[src/hdl/window_value_range_tracker_top_defines.svh]
// assertion macros for the window value range tracker
`ifndef WINDOW_VALUE_RANGE_TRACKER_TOP_DEFINES_SVH
`define WINDOW_VALUE_RANGE_TRACKER_TOP_DEFINES_SVH

// same-cycle implication, checked outside reset
`define WVRT_ASSERT_NOW(label, clk, rstn, ante, cons, msg) \
  label: assert property (@(posedge clk) disable iff (!rstn) (ante) |-> (cons)) \
    else $error(msg);

// next-cycle implication, checked outside reset
`define WVRT_ASSERT_NEXT(label, clk, rstn, ante, cons, msg) \
  label: assert property (@(posedge clk) disable iff (!rstn) (ante) |=> (cons)) \
    else $error(msg);

`endif

[src/hdl/wvrt_pkg.sv]
// shared constants and types of the window value range tracker
package wvrt_pkg;
  localparam int unsigned TIME_BITS     = 48;
  localparam int unsigned FRACTION_BITS = 16;
  localparam int unsigned VALUE_BITS    = 32;
  localparam int unsigned CFG_BITS      = 48;
  localparam logic [31:0] LOG10_OF_2_Q32 = 32'd1292913986;
  localparam logic [31:0] RECIP_5        = 32'hCCCC_CCCD;

  localparam logic [1:0] REG_WINDOW_START = 2'd0;
  localparam logic [1:0] REG_WINDOW_END   = 2'd1;
  localparam logic [1:0] REG_LOG_SCALE    = 2'd2;

  typedef enum logic [7:0] {
    ST_IDLE   = 8'b0000_0001,
    ST_LOG    = 8'b0000_0010,
    ST_EVAL   = 8'b0000_0100,
    ST_DIV_S  = 8'b0000_1000,
    ST_DIV_E  = 8'b0001_0000,
    ST_COMMIT = 8'b0010_0000,
    ST_REPORT = 8'b0100_0000,
    ST_PAD    = 8'b1000_0000
  } top_state_e;
endpackage

[src/hdl/wvrt_log.sv]
// iterative log10 unit: normalize, square for each fraction bit, scale by log10(2)
module wvrt_log import wvrt_pkg::*; (
  input  logic                  clk_i,
  input  logic                  rst_ni,
  input  logic                  start_i,
  input  logic [VALUE_BITS-1:0] value_i,
  output logic                  done_o,
  output logic [VALUE_BITS-1:0] result_o
);
  typedef enum logic [4:0] {
    LG_IDLE = 5'b00001,
    LG_NORM = 5'b00010,
    LG_SQR  = 5'b00100,
    LG_MUL  = 5'b01000,
    LG_FIN  = 5'b10000
  } log_state_e;

  localparam int unsigned SHIFT_S = 64 - FRACTION_BITS;
  localparam logic [63:0] ROUND_T = 64'd1 << (SHIFT_S - 1);
  localparam logic [63:0] CONST_H = {48'd0, LOG10_OF_2_Q32[31:16]};
  localparam logic [63:0] CONST_L = {48'd0, LOG10_OF_2_Q32[15:0]};

  log_state_e  state_q, state_d;
  logic [30:0] m_q, m_d;
  logic [4:0]  p_q, p_d;
  logic [4:0]  cnt_q, cnt_d;
  logic [31:0] frac_q, frac_d;
  logic [63:0] a_q, a_d, t_q, t_d;
  logic [63:0] sq;
  logic [31:0] msq;
  logic signed [6:0] whole;
  logic        neg;
  logic [6:0]  whole_abs;
  logic [63:0] mag;
  logic [63:0] rsum;

  assign sq   = {33'd0, m_q} * {33'd0, m_q};
  assign msq  = sq[61:30];
  assign whole = $signed({2'b00, p_q}) - $signed(7'(FRACTION_BITS));
  assign neg  = whole[6];
  assign whole_abs = neg ? 7'(-whole) : 7'(whole);
  assign mag  = neg ? ({25'd0, whole_abs, 32'd0} - {32'd0, frac_q})
                    : ({25'd0, whole_abs, 32'd0} + {32'd0, frac_q});
  assign rsum = (a_q + (t_q >> 16)) >> (SHIFT_S - 16);

  always_comb begin
    state_d = state_q;
    m_d     = m_q;
    p_d     = p_q;
    cnt_d   = cnt_q;
    frac_d  = frac_q;
    a_d     = a_q;
    t_d     = t_q;
    done_o  = 1'b0;
    unique case (state_q)
      LG_IDLE: begin
        if (start_i) begin
          m_d     = value_i[30:0];
          p_d     = 5'd30;
          cnt_d   = 5'd0;
          frac_d  = '0;
          state_d = LG_NORM;
        end
      end
      LG_NORM: begin
        if (p_q != 5'd0 && !m_q[30]) begin
          m_d = {m_q[29:0], 1'b0};
          p_d = p_q - 5'd1;
        end else begin
          state_d = LG_SQR;
        end
      end
      LG_SQR: begin
        m_d    = msq[31] ? msq[31:1] : msq[30:0];
        frac_d = {frac_q[30:0], msq[31]};
        cnt_d  = cnt_q + 5'd1;
        if (cnt_q == 5'd31) state_d = LG_MUL;
      end
      LG_MUL: begin
        a_d     = mag * CONST_H;
        t_d     = mag * CONST_L + ROUND_T;
        state_d = LG_FIN;
      end
      LG_FIN: begin
        done_o  = 1'b1;
        state_d = LG_IDLE;
      end
      default: state_d = LG_IDLE;
    endcase
  end

  assign result_o = neg ? (32'd0 - rsum[31:0]) : rsum[31:0];

  always_ff @(posedge clk_i or negedge rst_ni) begin
    if (!rst_ni) begin
      state_q <= LG_IDLE;
    end else begin
      state_q <= state_d;
    end
  end

  always_ff @(posedge clk_i) begin
    m_q    <= m_d;
    p_q    <= p_d;
    cnt_q  <= cnt_d;
    frac_q <= frac_d;
    a_q    <= a_d;
    t_q    <= t_d;
  end
endmodule

[config.mk]
export PLATFORM = sky130hd
export DESIGN_NAME = wvrt_log
export DESIGN_NICKNAME = d
export VERILOG_FILES = /design/src/hdl/window_value_range_tracker_top_defines.svh /design/src/hdl/wvrt_pkg.sv /design/src/hdl/wvrt_log.sv
export SDC_FILE = /design/constraint.sdc
export NUM_CORES = 2
export LEC_CHECK = 0
export ABC_AREA = 1
export BUFFER_PORTS_ARGS = -buffer_cell sky130_fd_sc_hd__buf_2
export CAP_MARGIN = 20
export CORE_MARGIN = 4
export CORE_UTILIZATION = 28
export DETAILED_ROUTE_END_ITERATION = 8
export HOLD_SLACK_MARGIN = 0.05
export PLACE_DENSITY_LB_ADDON = 0.15
export SETUP_SLACK_MARGIN = 0.1
export SYNTH_ARGS = -nofsm -noshare
export SYNTH_HDL_FRONTEND = slang
export SYNTH_SLANG_ARGS = --single-unit
[constraint.sdc]
create_clock -name clk_i -period 10.09 [get_ports clk_i]
set_input_delay 2.5225 -clock clk_i [delete_from_list [all_inputs] [get_ports clk_i]]
set_output_delay 2.5225 -clock clk_i [all_outputs]
set_load 0.05 [all_outputs]
# Yosys cells after proc, flatten, opt, wreduce, memory -nomap -nowiden
# Cells that the tools add are included.
# word_totals
ff_bits	202
output_inout_bits	33
input_bits	35
word_cells	58
mem_count	0
rom_bits	0
latchBits	0
mem_bits_rw	0
# classes
n_lt_le_gt_ge	0
n_reduce_logical	10
n_mul	3
n_addsub	9
div	0
bitwise	0
muxes	19
eq_ne	10
n_shift	0
# op_table
op	count
$mux W31	3
$pmux W31 S3	1
$add A64 B48 Y64	1
$add A64 B48 Y64 const B	1
$mul A64 B11 Y60 const B	1
$mul A64 B14 Y63 const B	1
$mux W32	2
$mux W64	1
$pmux W32 S2	1
$mul A31 B31 Y62	1
$add A39 B32 Y40	1
$sub A39 B32 Y40	1
$sub A1 B32 Y32 const A	1
$mux W5	6
$pmux W5 S2	2
$pmux W5 S4	1
$eq A5 B5 Y1 const B	2
$reduce_and A3 Y1	3
$ne A2 B2 Y1 const B	4
$mux W7	1
$neg A6 Y7	1
$sub A5 B5 Y6 const B	1
$add A5 B1 Y5 const B	1
$eq A5 B1 Y1 const B	1
other kinds (11)	12

# Logic depth before layout (Yosys ltp)
# logic_depth
word_depth	7
depth_mapped	45
depth_no_buf	45

# Worst setup path before layout
# No wires, ideal clock.
# synth_path
path_type	register to register
from	reg frac_q[0]
to	reg t_q[55], data pin
period_less_slack_ps	7501
n_path_buf	1
setup_time_ps	252
t_required_ps	9838
setup_slack_ps	2589
t_arrival_ps	7249
path_stages_with_launch	36
path_cell_list	edfxtp_1 > nor3_2 > nand2_1 > nor3_2 > nand2_1 > nor4_4 > nand3_2 > nand4_2 > clkbuf_1 > inv_1 > ha_1 > inv_1 > fa_1 > inv_1 > fa_1 > fa_1 > ha_1 > inv_1 > fa_1 > inv_1 > ha_1 > a21oi_1 > o21ai_0 > a21oi_1 > nand2_1 > a21oi_1 > nand2_1 > nand2_1 > nand2_1 > inv_1 > ha_1 > nand3_1 > inv_1 > nand2_1 > nand2_1 > nand2_1
# synth_between
elab_chain_len	4
word_cells_on_any_way	5
classes_between	3 x add/sub; 1 x mul; 1 x mux
# synth_rtl
element	line_no	rtl
start: declaration	wvrt_log.sv:27	logic [31:0] frac_q, frac_d;
start signal: assignment	wvrt_log.sv:106	frac_q <= frac_d;
$add A39 B32 Y40 or $sub A39 B32 Y40 (tied branches)	wvrt_log.sv:43, wvrt_log.sv:42	
$mux W64 (*)	wvrt_log.sv:42	assign mag = neg ? ({25'd0, whole_abs, 32'd0} - {32'd0, frac_q})
$mul A64 B14 Y63 (*)	wvrt_log.sv:81	t_d = mag * CONST_L + ROUND_T;
$add A64 B48 Y64 (*)	wvrt_log.sv:81	
end signal: assignment	wvrt_log.sv:108	t_q <= t_d;
end: declaration	wvrt_log.sv:28	logic [63:0] a_q, a_d, t_q, t_d;
# Every way passes the cells marked *; elsewhere a longest branch is shown, timed or not.
# A chain may end at the register's enable or synchronous reset.

# Worst setup path in the final report
# Same ends and word-level chain as after synthesis.

==> out/results.txt <==
Setup TNS -> 0 ps
Reg2Reg Launch Point -> frac_q[0]$_SDFFCE_PN0P_
Die area -> 210000 µm²
Hold Violations, Final -> 0
Status -> completed
Worst Hold Class -> flip-flop to flip-flop
Top sig layer -> met5
R2r worst-path depth -> 42
Clock sink total -> 182
Layout cells sized above 1 -> 4.22%
First-pass GRT wire length -> 280 mm
Hold Crit Depth -> 1
R2R Setup Slk -> 1150 ps
Fin nets -> 8944
WL per Instance -> 17.9 µm
Post-CTS setup buffers -> 0
Top post-synthesis cells by count -> inv_1 (2018), nand2_1 (1556), fa_1 (1022)
Placed Instances -> 9885
Fin cells -> 9917
Global-route usage over all layers -> 17.1%
Synth area leader -> fa_1
Critical path endpoint category -> flip-flop
DRC Markers -> 0
Worst Path Required -> 10360 ps
Port Buf Inserts -> 66
Final Max Tran Viols -> 0
Gr ovfl total -> 0
Floorplan row count -> 165
Hold Path Sink -> cnt_q[0]$_SDFFCE_PN0P_
Core area -> 202000 µm²
Netlist Area Pre-Place -> 56900 µm²
Syn Area/Cell -> 7.94 µm²
Initial antenna violation count -> 5
Fin Clk Skew -> 26.1 ps
Startpoint types -> flip-flop
Post-CTS Hold Fix Bufs -> 0
F_max -> 0.112 GHz
Clock Latency Late Sink -> 530 ps
WL met2 -> 82.2 mm
Worst Path Arrival -> 9210 ps
Largest delay share family, worst path -> simple AND/OR/NAND/NOR gates
Reg2reg end -> t_q[55]$_DFFE_PP_
Post-Route WL -> 177 mm
TritonCTS clock tree -> built
Top-count cell post-synth -> inv_1
Top cells by area, synth -> fa_1 (36%), ha_1 (14%), inv_1 (13%)
Largest net degree at the start of global routing -> 69
Die H -> 459 µm
Clock Tree Buf Depth -> 2
CP max FO -> 9
Metal-1 WL -> 86.5 mm
Clk root buf -> clkbuf_16
Top Ports -> 68
FFs w/ async S/R, synth -> 2.75%
ANT nets after route -> 0
Vias -> 44256
Vias in the first global route -> 47332
Initial Util -> 28.2%
P&R area growth vs syn -> 8.03%
Post-synth EDFFs -> 177
Yosys cell types -> 60
Cts bufs inserted -> 17
Sequential fraction of the synthesis area -> 9.56%
Rel. slew slack -> 28.2%
Warnings from Yosys -> 0
Routed vias/inst -> 4.46
Worst-Margin Slew -> 1080 ps
FF+latch count, synth -> 182
Final period utilization -> 88.6%
Crit path top cell by count -> nand2_1
Resize count post-CTS -> 0
Yosys top cell area share -> 36.0%
Setup CP Type -> flip-flop to flip-flop
Max-cap violations -> 0
Post-synthesis net count -> 8883
Gpl congestion -> 0.929
Crit path buffers/inverters -> 9
Tmin final -> 8940 ps
Detailed-placement wirelength estimate -> 156 mm
DRT iter0 DRCs -> 2477
RSZ-0062 raised after global routing -> no
Pre-antenna DRT Iters -> 7
CTS H-tree lvls -> 4
Clock-pin slew on the worst setup and hold paths -> 90 ps
Hold Crit Start -> cnt_q[0]$_SDFFCE_PN0P_
Largest stage delay on the critical path -> 630 ps
Wire length on met3 -> 6.49 mm
Crit-path slowest cell -> edfxtp_1
Setup violators final -> 0
Main flop type after synthesis -> edfxtp_1
Mapped Cells -> 7171
Die width -> 459 µm
[how the worst max path moves through the flow]
stage / startpoint / end / slack (ps) / depth (start not counted)
2_1_floorplan: frac_q[0]$_SDFFCE_PN0P_ / t_q[55]$_DFFE_PP_ / 2590 / 35
3_3_place_gp: frac_q[0]$_SDFFCE_PN0P_ / t_q[55]$_DFFE_PP_ / 1100 / 42
3_5_place_dp: frac_q[0]$_SDFFCE_PN0P_ / t_q[55]$_DFFE_PP_ / 1140 / 42
4_1_cts: frac_q[0]$_SDFFCE_PN0P_ / t_q[55]$_DFFE_PP_ / 1090 / 42
5_1_grt: frac_q[0]$_SDFFCE_PN0P_ / t_q[55]$_DFFE_PP_ / 410 / 42
6_report: frac_q[0]$_SDFFCE_PN0P_ / t_q[55]$_DFFE_PP_ / 1150 / 42
[worst reg2reg max path: cells and delay by family, from the launching register on]
kind                     cells  cell delay (ps)
adder cells (fa/ha/maj)      9             3400
buffers and inverters        9             1050
flip-flops                   1              630
AND/OR/NAND/NOR             24             3610
[cell families (layout without fill, tap and decap cells)]
| family | count (synthesis) | in the layout | synth area share, % |
|---|---|---|---|
| AOI/OAI and AO/OA | 587 | 587 | 5.70 |
| DFF | 182 | 182 | 9.56 |
| other | 0 | 2 | 0 |
| xor gates and xnor gates | 175 | 175 | 2.72 |
| buffers and inverters | 2164 | 2236 | 14.3 |
| and+or+nand+nor | 2386 | 2386 | 17.3 |
| adders and majority gates | 1677 | 1677 | 50.4 |
[area by class of cell]
cell class                      count  area (µm²)
Inverter                         2041        7660
Fill cell                       21841      141000
Clock inverter                     12         145
Timing Repair Buffer              165        1110
Tap cell                         2672        3340
Sequential cell                   182        5440
Clock buffer                       18         429
Antenna cell                        2        5.00
Multi-Input combinational cell   4825       43300
[per-layer routing]
metal / vias up / track usage, %
met5: - / 0
met4: 2 / 2.44
met3: 83 / 1.45
met2: 683 / 28.3
met1: 21996 / 25.0
li1: 21492 / -
[per-stage QoR]
stage | hold slack (ps) | util [%] | instance area [µm²] | setup slack, ps
CTS | 606 | 30.4 | 61500 | 1090
finish | 599 | 30.4 | 61500 | 1150
global route | 611 | 30.4 | 61500 | 408
detailed placement | 596 | 30.1 | 60900 | 1140
floorplan | 480 | - | 56900 | 2590
global placement | 587 | 30.1 | 60800 | 1100
[cell usage in the layout, fill, tap and decap left out, types with 6 or more instances in the layout]
cell,Yosys,final
a21boi_0,11,11
a21o_1,18,18
a21oi_1,282,282
a22o_1,8,8
a31oi_1,22,22
and2_1,7,7
buf_2,5,66
buf_4,0,96
clkbuf_16,0,17
edfxtp_1,177,177
fa_1,1022,1022
ha_1,655,655
inv_1,2018,2017
inv_2,21,22
nand2_1,1556,1556
nand2_2,24,24
nand3_1,157,156
nand3_2,6,7
nand3b_1,29,29
nand4_1,51,51
nor2_1,435,433
nor2_2,28,28
nor2_4,4,6
nor3_1,41,40
nor3_2,8,9
nor4_1,18,17
o211ai_1,7,7
o21a_1,13,13
o21ai_0,171,170
o21ai_1,13,14
o21bai_1,21,21
xnor2_1,56,56
xor2_1,117,117
[registers in the layout, summed over array words and instances, names as in the netlist]
signal / count
frac_q: 32
cnt_q: 5
p_q: 5
t_q: 44
state_q: 5
a_q: 60
m_q: 31
Power is not shown: default switching activity piles up to over one toggle a cycle in this logic, so the estimate is an artifact.
