[config.mk]
export PLATFORM = sky130hd
export DESIGN_NAME = wvrt_div
export DESIGN_NICKNAME = d
export VERILOG_FILES = /design/src/hdl/window_value_range_tracker_top_defines.svh /design/src/hdl/wvrt_pkg.sv /design/src/hdl/wvrt_div.sv
export SDC_FILE = /design/constraint.sdc
export NUM_CORES = 1
export LEC_CHECK = 0
export ABC_AREA = 1
export ABC_CLOCK_PERIOD_IN_PS = 15150
export BUFFER_PORTS_ARGS = -buffer_cell sky130_fd_sc_hd__buf_2
export CORE_UTILIZATION = 50
export CTS_CLUSTER_DIAMETER = 30
export CTS_CLUSTER_SIZE = 16
export DETAILED_ROUTE_END_ITERATION = 8
export PLACE_DENSITY = 0.68
export SYNTH_ARGS = -nofsm -noshare
export SYNTH_HDL_FRONTEND = slang
export SYNTH_SLANG_ARGS = --single-unit
[constraint.sdc]
create_clock -name clk_i -period 15.15 [get_ports clk_i]
set_input_delay 2.2725 -clock clk_i [delete_from_list [all_inputs] [get_ports clk_i]]
set_output_delay 2.2725 -clock clk_i [all_outputs]
set_load 0.01 [all_outputs]
[src/hdl/window_value_range_tracker_top_defines.svh]
// assertion macros for the window value range tracker
`ifndef WINDOW_VALUE_RANGE_TRACKER_TOP_DEFINES_SVH
`define WINDOW_VALUE_RANGE_TRACKER_TOP_DEFINES_SVH

// same-cycle implication, checked outside reset
`define WVRT_ASSERT_NOW(label, clk, rstn, ante, cons, msg) \
  label: assert property (@(posedge clk) disable iff (!rstn) (ante) |-> (cons)) \
    else $error(msg);

// next-cycle implication, checked outside reset
`define WVRT_ASSERT_NEXT(label, clk, rstn, ante, cons, msg) \
  label: assert property (@(posedge clk) disable iff (!rstn) (ante) |=> (cons)) \
    else $error(msg);

`endif

[src/hdl/wvrt_pkg.sv]
// shared constants and types of the window value range tracker
package wvrt_pkg;
  localparam int unsigned TIME_BITS     = 48;
  localparam int unsigned FRACTION_BITS = 16;
  localparam int unsigned VALUE_BITS    = 32;
  localparam int unsigned CFG_BITS      = 48;
  localparam logic [31:0] LOG10_OF_2_Q32 = 32'd1292913986;
  localparam logic [31:0] RECIP_5        = 32'hCCCC_CCCD;

  localparam logic [1:0] REG_WINDOW_START = 2'd0;
  localparam logic [1:0] REG_WINDOW_END   = 2'd1;
  localparam logic [1:0] REG_LOG_SCALE    = 2'd2;

  typedef enum logic [7:0] {
    ST_IDLE   = 8'b0000_0001,
    ST_LOG    = 8'b0000_0010,
    ST_EVAL   = 8'b0000_0100,
    ST_DIV_S  = 8'b0000_1000,
    ST_DIV_E  = 8'b0001_0000,
    ST_COMMIT = 8'b0010_0000,
    ST_REPORT = 8'b0100_0000,
    ST_PAD    = 8'b1000_0000
  } top_state_e;
endpackage

[src/hdl/wvrt_div.sv]
// bit-serial interpolation: low + sign * round(|high-low| * num / den)
module wvrt_div import wvrt_pkg::*; (
  input  logic                  clk_i,
  input  logic                  rst_ni,
  input  logic                  start_i,
  input  logic [VALUE_BITS-1:0] low_i,
  input  logic [VALUE_BITS-1:0] high_i,
  input  logic [TIME_BITS-1:0]  num_i,
  input  logic [TIME_BITS-1:0]  den_i,
  output logic                  done_o,
  output logic [VALUE_BITS-1:0] result_o
);
  typedef enum logic [4:0] {
    DV_IDLE = 5'b00001,
    DV_DBL  = 5'b00010,
    DV_ADD  = 5'b00100,
    DV_RND  = 5'b01000,
    DV_FIN  = 5'b10000
  } div_state_e;

  div_state_e           state_q, state_d;
  logic [31:0]          low_q, low_d;
  logic                 neg_q, neg_d;
  logic [32:0]          d_q, d_d;
  logic [TIME_BITS-1:0] num_q, num_d, den_q, den_d, r_q, r_d;
  logic [33:0]          q_q, q_d;
  logic [5:0]           b_q, b_d;
  logic [32:0]          diff;
  logic [TIME_BITS-1:0] addend;
  logic [TIME_BITS:0]   sum, sum_red;
  logic                 wrap;

  assign diff = {high_i[31], high_i} - {low_i[31], low_i};

  // shared modular adder: sum of remainder and addend, reduced once by den
  assign addend  = state_q == DV_DBL ? r_q : num_q;
  assign sum     = {1'b0, r_q} + {1'b0, addend};
  assign wrap    = sum >= {1'b0, den_q};
  assign sum_red = wrap ? sum - {1'b0, den_q} : sum;

  always_comb begin
    state_d = state_q;
    low_d   = low_q;
    neg_d   = neg_q;
    d_d     = d_q;
    num_d   = num_q;
    den_d   = den_q;
    r_d     = r_q;
    q_d     = q_q;
    b_d     = b_q;
    done_o  = 1'b0;
    unique case (state_q)
      DV_IDLE: ;
      DV_DBL: begin
        r_d     = sum_red[TIME_BITS-1:0];
        q_d     = {q_q[32:0], 1'b0} + {33'd0, wrap};
        state_d = DV_ADD;
      end
      DV_ADD: begin
        if (d_q[b_q]) begin
          r_d = sum_red[TIME_BITS-1:0];
          q_d = q_q + {33'd0, wrap};
        end
        if (b_q == 6'd0) begin
          state_d = DV_RND;
        end else begin
          b_d     = b_q - 6'd1;
          state_d = DV_DBL;
        end
      end
      DV_RND: begin
        // round half away from zero on the magnitude
        if ({r_q, 1'b0} >= {1'b0, den_q}) q_d = q_q + 34'd1;
        state_d = DV_FIN;
      end
      DV_FIN: begin
        done_o  = 1'b1;
        state_d = DV_IDLE;
      end
      default: state_d = DV_IDLE;
    endcase
    // a new start is taken when idle or in the cycle that hands out a result
    if (start_i && (state_q == DV_IDLE || state_q == DV_FIN)) begin
      low_d   = low_i;
      neg_d   = diff[32];
      d_d     = diff[32] ? 33'd0 - diff : diff;
      num_d   = num_i;
      den_d   = den_i;
      r_d     = '0;
      q_d     = '0;
      b_d     = 6'd32;
      state_d = DV_DBL;
    end
  end

  assign result_o = neg_q ? low_q - q_q[31:0] : low_q + q_q[31:0];

  always_ff @(posedge clk_i or negedge rst_ni) begin
    if (!rst_ni) begin
      state_q <= DV_IDLE;
    end else begin
      state_q <= state_d;
    end
  end

  always_ff @(posedge clk_i) begin
    low_q <= low_d;
    neg_q <= neg_d;
    d_q   <= d_d;
    num_q <= num_d;
    den_q <= den_d;
    r_q   <= r_d;
    q_q   <= q_d;
    b_q   <= b_d;
  end
endmodule

; ---- Word level (Yosys, flattened, before mapping)
; Index checks and enable logic that the tools add are counted.
[totals]
reg_bits = 255
inputBits = 163
out_inout_bits = 33
wordCells = 55
[classes]
n_addsub = 10
magnitude_cmp = 3
n_eq_ne = 8
muxes = 15
bitwise_logic = 1
n_reduce_logical = 8
[ops]
columns = op, n
row1 = 48-bit two-way mux, 3
row2 = 34-bit case mux with 3 select lines, 1
row3 = 49-bit by 48-bit >= comparator with 1-bit output, 2
row4 = 48-bit case mux with 2 select lines, 1
row5 = 34-bit by 1-bit adder with 34-bit output, 2
row6 = 34-bit two-way mux, 2
row7 = 32-bit two-way mux, 2
row8 = 48-bit by 48-bit adder with 49-bit output, 1
row9 = 48-bit subtractor, 1
row10 = "34-bit by 1-bit adder with 34-bit output, second input constant", 1
row11 = "1-bit by 33-bit subtractor with 33-bit output, first input constant", 1
row12 = 32-bit by 32-bit subtractor with 33-bit output, 1
row13 = 32-bit adder, 1
row14 = 32-bit subtractor, 1
row15 = 5-bit case mux with 4 select lines, 1
row16 = "6-bit by 7-bit less-than comparator with 1-bit output, second input constant", 1
row17 = 1-bit binary-select mux with 6-bit select, 1
row18 = 6-bit zero test, 1
row19 = "6-bit by 1-bit subtractor with 6-bit output, second input constant", 1
row20 = "5-bit by 1-bit equality test with 1-bit output, second input constant", 1
row21 = "5-bit by 2-bit equality test with 1-bit output, second input constant", 1
row22 = "5-bit by 3-bit equality test with 1-bit output, second input constant", 1
row23 = "5-bit by 4-bit equality test with 1-bit output, second input constant", 1
row24 = "5-bit equality test, second input constant", 1
row25 = other kinds (12), 15

; ---- Depth between registers and ports, before layout
; Gate-level depths: netlist (run 1).
[depth]
ltp_word = 7
mapped_depth = 55
mapped_depth_nobuf = 52

; ---- Worst setup path after synthesis (run 1)
; No wires, ideal clock.
[synth_path]
path_kind = input to register
start = input port start_i
end = register d_q[0], enable pin
setup_ps = 590
t_arrival_ps = 7149
path_slack_ps = 7411
path_stages = 3
path_cell_list = nand2_1 -> inv_2 -> clkbuf_1
[synth_via]
elab_chain_len = 1
[synth_rtl]
columns = element, line_no
row1 = from (decl), wvrt_div.sv:5  ; input logic start_i,
row2 = 1-bit logical AND, wvrt_div.sv:83  ; if (start_i && (state_q == DV_IDLE || state_q == DV_FIN)) begin
row3 = to (signal assigned), wvrt_div.sv:109  ; d_q <= d_d;
row4 = to (decl), wvrt_div.sv:24  ; logic [32:0] d_q, d_d;
; Every way passes these cells.
; A chain may end at the register's enable or synchronous reset.

; ---- Final worst setup path (run 1)
[layout_path]
start = register state_q[2]
end = register q_q[28]
[layout_via]
elab_chain_len = 7
word_cells_on_any_way = 18
classes_between = add/sub: 3 / order compare: 1 / eq/ne: 7 / mux: 3 / reduce/logical: 4
[layout_rtl]
columns = element, line_no
row1 = from (decl), wvrt_div.sv:21  ; div_state_e state_q, state_d;
row2 = from (signal assigned), wvrt_div.sv:102  ; state_q <= state_d;
row3 = 5-bit by 2-bit equality test with 1-bit output, "wvrt_div.sv:36, wvrt_div.sv:52"
row4 = 48-bit two-way mux, wvrt_div.sv:36  ; assign addend = state_q == DV_DBL ? r_q : num_q;
row5 = 48-bit by 48-bit adder with 49-bit output, wvrt_div.sv:37  ; assign sum = {1'b0, r_q} + {1'b0, addend};
row6 = 49-bit by 48-bit >= comparator with 1-bit output, wvrt_div.sv:38  ; assign wrap = sum >= {1'b0, den_q};
row7 = 34-bit by 1-bit adder with 34-bit output, wvrt_div.sv:62  ; q_d = q_q + {33'd0, wrap};
row8 = 34-bit two-way mux, wvrt_div.sv:60  ; if (d_q[b_q]) begin
row9 = 34-bit case mux with 3 select lines, wvrt_div.sv:52  ; unique case (state_q)
row10 = to (signal assigned), wvrt_div.sv:113  ; q_q <= q_d;
row11 = to (decl), wvrt_div.sv:26  ; logic [33:0] q_q, q_d;
; Parallel ways exist; a longest one is shown, timed or not. The select of a mux whose other input is x is not followed.

==> results of run 1 <==
kinds of logic (layout without fill, tap and decap cells):
logic type / Yosys count / in the layout / share of synthesized area [%]
compound gates: 561 / 561 / 12.1
xor+xnor: 172 / 172 / 5.94
fa+ha+maj: 215 / 215 / 10.7
buf+inv: 719 / 978 / 10.9
flops: 253 / 253 / 26.5
other cells: 0 / 1 / 0
simple gates: 2034 / 2034 / 33.9
metrics by stage:
stage | util (%) | cells | total power [mW] | hold slack [ns] | cell area (sq um)
after floorplan | - | 3954 | 4.39 | 0.461 | 25400
after global placement | 53.8 | 4760 | 5.72 | 0.497 | 26900
after detailed placement | 53.8 | 4760 | 5.69 | 0.509 | 26900
after CTS | 58.4 | 4885 | 7.19 | 0.516 | 29200
after global routing | 58.4 | 4885 | 7.87 | 0.531 | 29200
final | 58.4 | 4886 | 7.26 | 0.516 | 29300
path summary, 6_finish.rpt:
kind | from | to | cells after the start
max | state_q[2] | q_q[28] | 43
min | r_q[18] | r_q[18] | 2
max reg2reg | state_q[2] | q_q[28] | 43
min reg2reg | r_q[18] | r_q[18] | 2
max in group asynchronous | rst_ni | state_q[0] | 1
min in group asynchronous | rst_ni | state_q[1] | 1
critical path: cells and delay by family, from the launching register on:
| family | cells | cell delay [ns] |
|---|---|---|
| and+or+nand+nor | 24 | 4.36 |
| buffers and inverters | 8 | 1.43 |
| adders and majority gates | 4 | 1.10 |
| xor gates and xnor gates | 1 | 0.34 |
| DFF | 1 | 0.40 |
| AOI/OAI and AO/OA | 6 | 2.05 |
per-layer routing:
layer / part of all wire (%) / vias up / GRT usage (%)
li1: - / 13200 / -
met1: 47 / 12000 / 49.2
met2: 42 / 1026 / 50.1
met3: 8.6 / 143 / 7.50
met4: 2.5 / 8 / 10.0
met5: 0.052 / - / 0
area by class of cell:
class | instances | area [sq um] | area share (%)
Clock buffer | 76 | 1770 | 6.06
Antenna cell | 1 | 2.50 | 0.00855
Timing Repair Buffer | 206 | 1060 | 3.62
Multi-Input combinational cell | 2982 | 15900 | 54.3
Clock inverter | 49 | 534 | 1.83
Inverter | 647 | 2440 | 8.34
Sequential cell | 253 | 6710 | 22.9
Tap cell | 672 | 841 | 2.87
registers in the layout (all words and copies together), names as in the netlist:
name     count
q_q         32
neg_q        1
num_q       48
d_q         33
den_q       48
b_q          6
state_q      5
r_q         48
low_q       32
power groups by stage:
stage	Combinational, mW	Clock, mW	Sequential (mW)
floorplan	3.32	0	1.07
global placement	4.60	0	1.12
detailed placement	4.58	0	1.12
CTS	4.61	1.46	1.11
global route	5.24	1.50	1.13
finish	4.70	1.45	1.11
synth_stat cells (5+ instances only):
master | instances | share of area (%)
sky130_fd_sc_hd__a211oi_1 | 7 | 0.21
sky130_fd_sc_hd__a21boi_0 | 8 | 0.24
sky130_fd_sc_hd__a21o_1 | 15 | 0.44
sky130_fd_sc_hd__a21oi_1 | 284 | 5.6
sky130_fd_sc_hd__a31oi_1 | 11 | 0.27
sky130_fd_sc_hd__buf_2 | 23 | 0.45
sky130_fd_sc_hd__clkbuf_1 | 38 | 0.56
sky130_fd_sc_hd__dfxtp_1 | 86 | 6.8
sky130_fd_sc_hd__edfxtp_1 | 162 | 19
sky130_fd_sc_hd__ha_1 | 211 | 10
sky130_fd_sc_hd__inv_1 | 627 | 9.3
sky130_fd_sc_hd__inv_2 | 17 | 0.25
sky130_fd_sc_hd__nand2_1 | 1111 | 16
sky130_fd_sc_hd__nand2_2 | 17 | 0.42
sky130_fd_sc_hd__nand2_4 | 5 | 0.22
sky130_fd_sc_hd__nand3_1 | 236 | 4.7
sky130_fd_sc_hd__nand3_2 | 5 | 0.20
sky130_fd_sc_hd__nand3b_1 | 18 | 0.53
sky130_fd_sc_hd__nand4_1 | 88 | 2.2
sky130_fd_sc_hd__nor2_1 | 447 | 6.6
sky130_fd_sc_hd__nor2_2 | 5 | 0.12
sky130_fd_sc_hd__nor3_1 | 62 | 1.2
sky130_fd_sc_hd__nor4_1 | 14 | 0.35
sky130_fd_sc_hd__o211ai_1 | 11 | 0.33
sky130_fd_sc_hd__o21a_1 | 16 | 0.47
sky130_fd_sc_hd__o21ai_0 | 159 | 3.1
sky130_fd_sc_hd__o21ai_1 | 11 | 0.22
sky130_fd_sc_hd__o21bai_1 | 24 | 0.71
sky130_fd_sc_hd__o22ai_1 | 6 | 0.15
sky130_fd_sc_hd__or2_2 | 6 | 0.15
sky130_fd_sc_hd__xnor2_1 | 26 | 0.90
sky130_fd_sc_hd__xor2_1 | 146 | 5.0
==> impl_metrics.py, run 1 <==
metrics = {
    "global_routing": {
        "grt_antenna_before_repair": 5,
        "vias_in_the_first_global_route": 24000,
        "grt_remaining_overflow": 0,
        "largest_net_degree_at_the_start_of_global_routing": 152,
        "first_pass_grt_wire_length_um": 134000,
        "track_usage_pct": 34.0,
    },
    "power": {
        "pwr-share-comb_pct": 64.7,
        "vdd_ir_drop_max_v": 0.000167,
        "switchingPower_mw": 3.82,
        "leakage_nw": 14.6,
        "pwr-share-seq_pct": 15.4,
        "part_of_the_total_power_dissipated_in_the_clock_network_pct": 19.9,
        "pwr_density_cell_nw_per_um2": 248,
        "power.switching_fraction_pct": 52.6,
        "power.internal_mw": 3.44,
    },
    "synthesis": {
        "netlist_area_sq_um": 25400,
        "edff_count_synth": 162,
        "syn-num-nets": 4332,
        "yosys_warnings": 0,
        "synth_cell_type_count": 55,
        "ys_async_sr_fraction_pct": 1.98,
        "ys_ff_latch": 253,
        "synth_sequential_area_ratio_pct": 26.5,
        "syn_inst": 3954,
        "synthesis.area_per_instance_sq_um": 6.42,
        "synth_flop_cell": "sky130_fd_sc_hd__edfxtp_1",
    },
    "cells_and_area": {
        "final_layout_size_suffix_gt1_share_pct": 9.40,
        "most_common_library_cell_in_the_layout_ignoring_fill_and_taps": "sky130_fd_sc_hd__nand2_1",
        "syn2layout_area_growth_pct": 15.3,
        "fillers": 5057,
        "commonest_non_fill_non_tap_cells_in_the_layout": "1110 x sky130_fd_sc_hd__nand2_1, 627 x sky130_fd_sc_hd__inv_1, 447 x sky130_fd_sc_hd__nor2_1",
        "finish.net_count": 4536,
    },
    "die": {
        "placeableCoreArea_sq_um": 50100,
        "initial_core_utilization_pct": 50.7,
        "die_w_um": 227,
        "die_y_um": 227,
        "die_area_sq_um": 51600,
        "rows": 82,
        "boundaryPins": 196,
    },
    "placement": {
        "post-dp-hpwl_um": 72400,
        "numPortBuffers": 195,
        "dp_worst_setup_slack_ns": 5.70,
        "routability_congestion_estimate_from_global_placement": 1.03,
    },
    "run_status": {
        "run_status": "completed",
    },
    "clocking": {
        "post_cts_resize_count": 0,
        "worst_skew_pair.late_latency_ns": 0.60,
        "cts_root_buffer": "sky130_fd_sc_hd__clkbuf_16",
        "cts.sinks": 253,
        "cts-root-to-sink-buffers": 3,
        "post_cts.repair.setup_buffers": 0,
        "cts.reportedPaths.clkPinSlew_ns": 0.04,
        "tritoncts": "yes",
        "cts_buffers": 68,
        "cts-htree-levels": 3,
        "cts_hold_repair.buffers": 0,
    },
    "route": {
        "routed_wirelength_um": 89000,
        "post_drt_wl_per_cell_um": 18.2,
        "first_iter_violations": 2619,
        "via_count": 26400,
        "route.detailed.drc": 0,
        "vias_per_cell": 5.41,
        "ant_nets": 0,
        "dr.pass1.iters": 6,
    },
    "sta": {
        "final_hold_viol_count": 0,
        "layout_min_cycle_time_ns": 9.87,
        "fin_setup_tns_ns": 0,
        "final_critical_path_setup_slack_ns": 5.28,
        "worstMarginPinSlew_ns": 1.39,
        "unrepaired_setup_endpoints_after_global_routing": "no",
        "clock.fmax_ghz": 0.101,
        "endpoints_failing_setup": 0,
        "fin_crit_share_pct": 65.2,
        "finalClockSkew_ns": 0.0215,
        "max_slew_margin_pct": 6.36,
        "finalMaxSlewViolations": 0,
    },
    "worst_setup_path": {
        "start_kind": "flip-flop",
        "critical_path_peak_fanout": 50,
        "critPathMaxStageDelay_ns": 1.14,
        "worst_ep_arrival_time_ns": 10.35,
        "criticalPathCategory": "flip-flop to flip-flop",
        "setup_crit_end_kind": "flip-flop",
        "critPathRequiredTime_ns": 15.62,
        "timing.reg2reg.setup_slack_ns": 5.28,
        "critPathSlowestCell": "sky130_fd_sc_hd__o21ai_0",
    },
    "flow_run": {
        "max_cap_violations": 0,
    },
    "worst_hold_path": {
        "worst_hold_path_type": "flip-flop to flip-flop",
    },
}
Power figures use the tool's default switching activity.
==> inputs of run 2 (changes only) <==
Settings changed: ABC_CLOCK_PERIOD_IN_PS 15150 to 9200.
Clock period 15.15 ns to 9.2 ns, I/O delays scaled along.
==> run 2 against run 1 <==
  * Critical path type unchanged
  * Clock-buffer cell count increased by 9
  * Flip-flop and latch count stayed put
  * Design area up 0.32%
  * Non-clock buffer count up 2
  * Clock skew up 0.0098 ns
  * Worst hold slack got worse by 0.026 ns
==> impl_metrics.py, run 2 (synthesis gave the netlist of run 1 again) <==
metrics = {
    "run_status": {
        "run_status": "completed",
    },
    "cells_and_area": {
        "multiInputGateArea_sq_um": 15900,
        "syn2layout_area_growth_pct": 15.7,
        "commonest_non_fill_non_tap_cells_in_the_layout": "1110 x sky130_fd_sc_hd__nand2_1, 627 x sky130_fd_sc_hd__inv_1, 447 x sky130_fd_sc_hd__nor2_1",
        "final_layout_size_suffix_gt1_share_pct": 9.35,
        "finish.instance_area_sq_um": 29300,
        "most_common_library_cell_in_the_layout_ignoring_fill_and_taps": "sky130_fd_sc_hd__nand2_1",
        "biggestRegsByFlops": "den_q: 48 flops, num_q: 48 flops, r_q: 48 flops",
        "fillers": 5091,
        "finish.net_count": 4538,
        "final-seq-area_sq_um": 6710,
    },
    "clocking": {
        "cts.reportedPaths.clkPinSlew_ns": 0.04,
        "cts_buffers": 68,
        "cts-htree-levels": 3,
        "cts.sinks": 253,
        "cts_hold_repair.buffers": 0,
        "post_cts.repair.setup_buffers": 0,
        "worst_skew_pair.late_latency_ns": 0.60,
        "cts-root-to-sink-buffers": 3,
        "tritoncts": "yes",
        "cts_root_buffer": "sky130_fd_sc_hd__clkbuf_16",
    },
    "worst_setup_path": {
        "critical_path.top_delay_family": "simple AND/OR/NAND/NOR gates",
        "worst_ep_arrival_time_ns": 8.81,
        "critPathRequiredTime_ns": 9.67,
        "critPathMaxStageDelay_ns": 0.51,
        "setup_crit_end_kind": "flip-flop",
        "crit_top_cell": "sky130_fd_sc_hd__nand2_1",
        "criticalPathCategory": "flip-flop to flip-flop",
        "cp_num_buf_inv": 7,
        "critical_path_peak_fanout": 47,
        "start_kind": "flip-flop",
        "critPathSlowestCell": "sky130_fd_sc_hd__buf_4",
        "timing.reg2reg.setup_slack_ns": 0.86,
    },
    "route": {
        "post_drt_wl_per_cell_um": 18.1,
        "dr.pass1.iters": 6,
        "met3_length_um": 8100,
        "vias_per_cell": 5.43,
        "ant_nets": 0,
        "topRoutingLayerUsed": "met4",
        "wl_met2_um": 37000,
        "detail_route.wirelength.met1_um": 41100,
        "routed_wirelength_um": 88600,
        "first_iter_violations": 2639,
        "via_count": 26500,
        "route.detailed.drc": 0,
    },
    "global_routing": {
        "largest_net_degree_at_the_start_of_global_routing": 82,
        "grt_antenna_before_repair": 1,
        "first_pass_grt_wire_length_um": 133000,
        "grt_remaining_overflow": 0,
        "track_usage_pct": 33.8,
        "vias_in_the_first_global_route": 23800,
    },
    "placement": {
        "dp_worst_setup_slack_ns": 1.07,
        "post-dp-hpwl_um": 72300,
        "numPortBuffers": 195,
        "place_area_sq_um": 27000,
        "routability_congestion_estimate_from_global_placement": 1.05,
    },
    "power": {
        "pwr_density_cell_nw_per_um2": 411,
        "vdd_ir_drop_max_v": 0.000233,
        "leakage_nw": 14.7,
    },
    "sta": {
        "layout_min_cycle_time_ns": 8.34,
        "max_slew_margin_pct": 24.3,
        "unrepaired_setup_endpoints_after_global_routing": "no",
        "worstMarginPinSlew_ns": 1.12,
        "clock.fmax_ghz": 0.120,
        "final_hold_viol_count": 0,
        "fin_crit_share_pct": 90.7,
        "finalMaxSlewViolations": 0,
        "fin_setup_tns_ns": 0,
        "final_critical_path_setup_slack_ns": 0.857,
        "finalClockSkew_ns": 0.0313,
        "endpoints_failing_setup": 0,
    },
    "flow_run": {
        "max_cap_violations": 0,
    },
    "worst_hold_path": {
        "worst_hold_path_type": "flip-flop to flip-flop",
    },
    "die": {
        "die_area_sq_um": 51600,
        "placeableCoreArea_sq_um": 50100,
        "rows": 82,
        "boundaryPins": 196,
        "die_w_um": 227,
        "die_y_um": 227,
        "initial_core_utilization_pct": 50.7,
    },
}
[run 2: worst paths after layout]
path / start / to / cells after the start
max reg2reg: state_q[2] / q_q[28] / 45
max in group asynchronous: rst_ni / state_q[0] / 1
max: state_q[2] / q_q[28] / 45
min reg2reg: state_q[2] / state_q[4] / 1
min in group asynchronous: rst_ni / state_q[1] / 1
min: state_q[2] / state_q[4] / 1
[run 2: area by class of cell]
| class | instances | share of cell area [%] |
|---|---|---|
| well taps | 672 | 2.87 |
| multi-input cells | 2982 | 54.2 |
| clock buffers | 85 | 6.26 |
| repair buffers | 208 | 3.66 |
| clock inverters | 40 | 1.87 |
| inverters | 647 | 8.31 |
| diodes | 1 | 0.00853 |
| flip-flops and latches | 253 | 22.9 |
[run 2: routing by layer]
layer  track usage, %  vias up
li1                 -    13300
met1             48.8    12100
met2             49.1     1048
met3             8.26      135
met4             10.6        0
met5                0        -
[run 2: what timing repair did]
item	in CTS	in global routing
endpoints found under the setup margin	0	1
endpoints found under the hold margin	0	0
gates resized for setup	0	1
[run 2: where the power goes]
group	total (mW)	internal (mW)	switching, mW
sequential	1.83	1.58	0.251
combinational	7.76	2.48	5.28
clock	2.48	1.73	0.750
total	12.1	5.79	6.28
[run 2: stage by stage]
stage / std cells / total power [mW] / hold WS [ns] / utilization, %
global route: 4888 / 13.1 / 0.509 / 58.6
finish: 4888 / 12.1 / 0.490 / 58.6
detailed placement: 4762 / 9.38 / 0.491 / 53.8
CTS: 4887 / 11.9 / 0.490 / 58.6
floorplan: 3954 / 7.22 / 0.461 / -
global placement: 4762 / 9.41 / 0.481 / 53.8
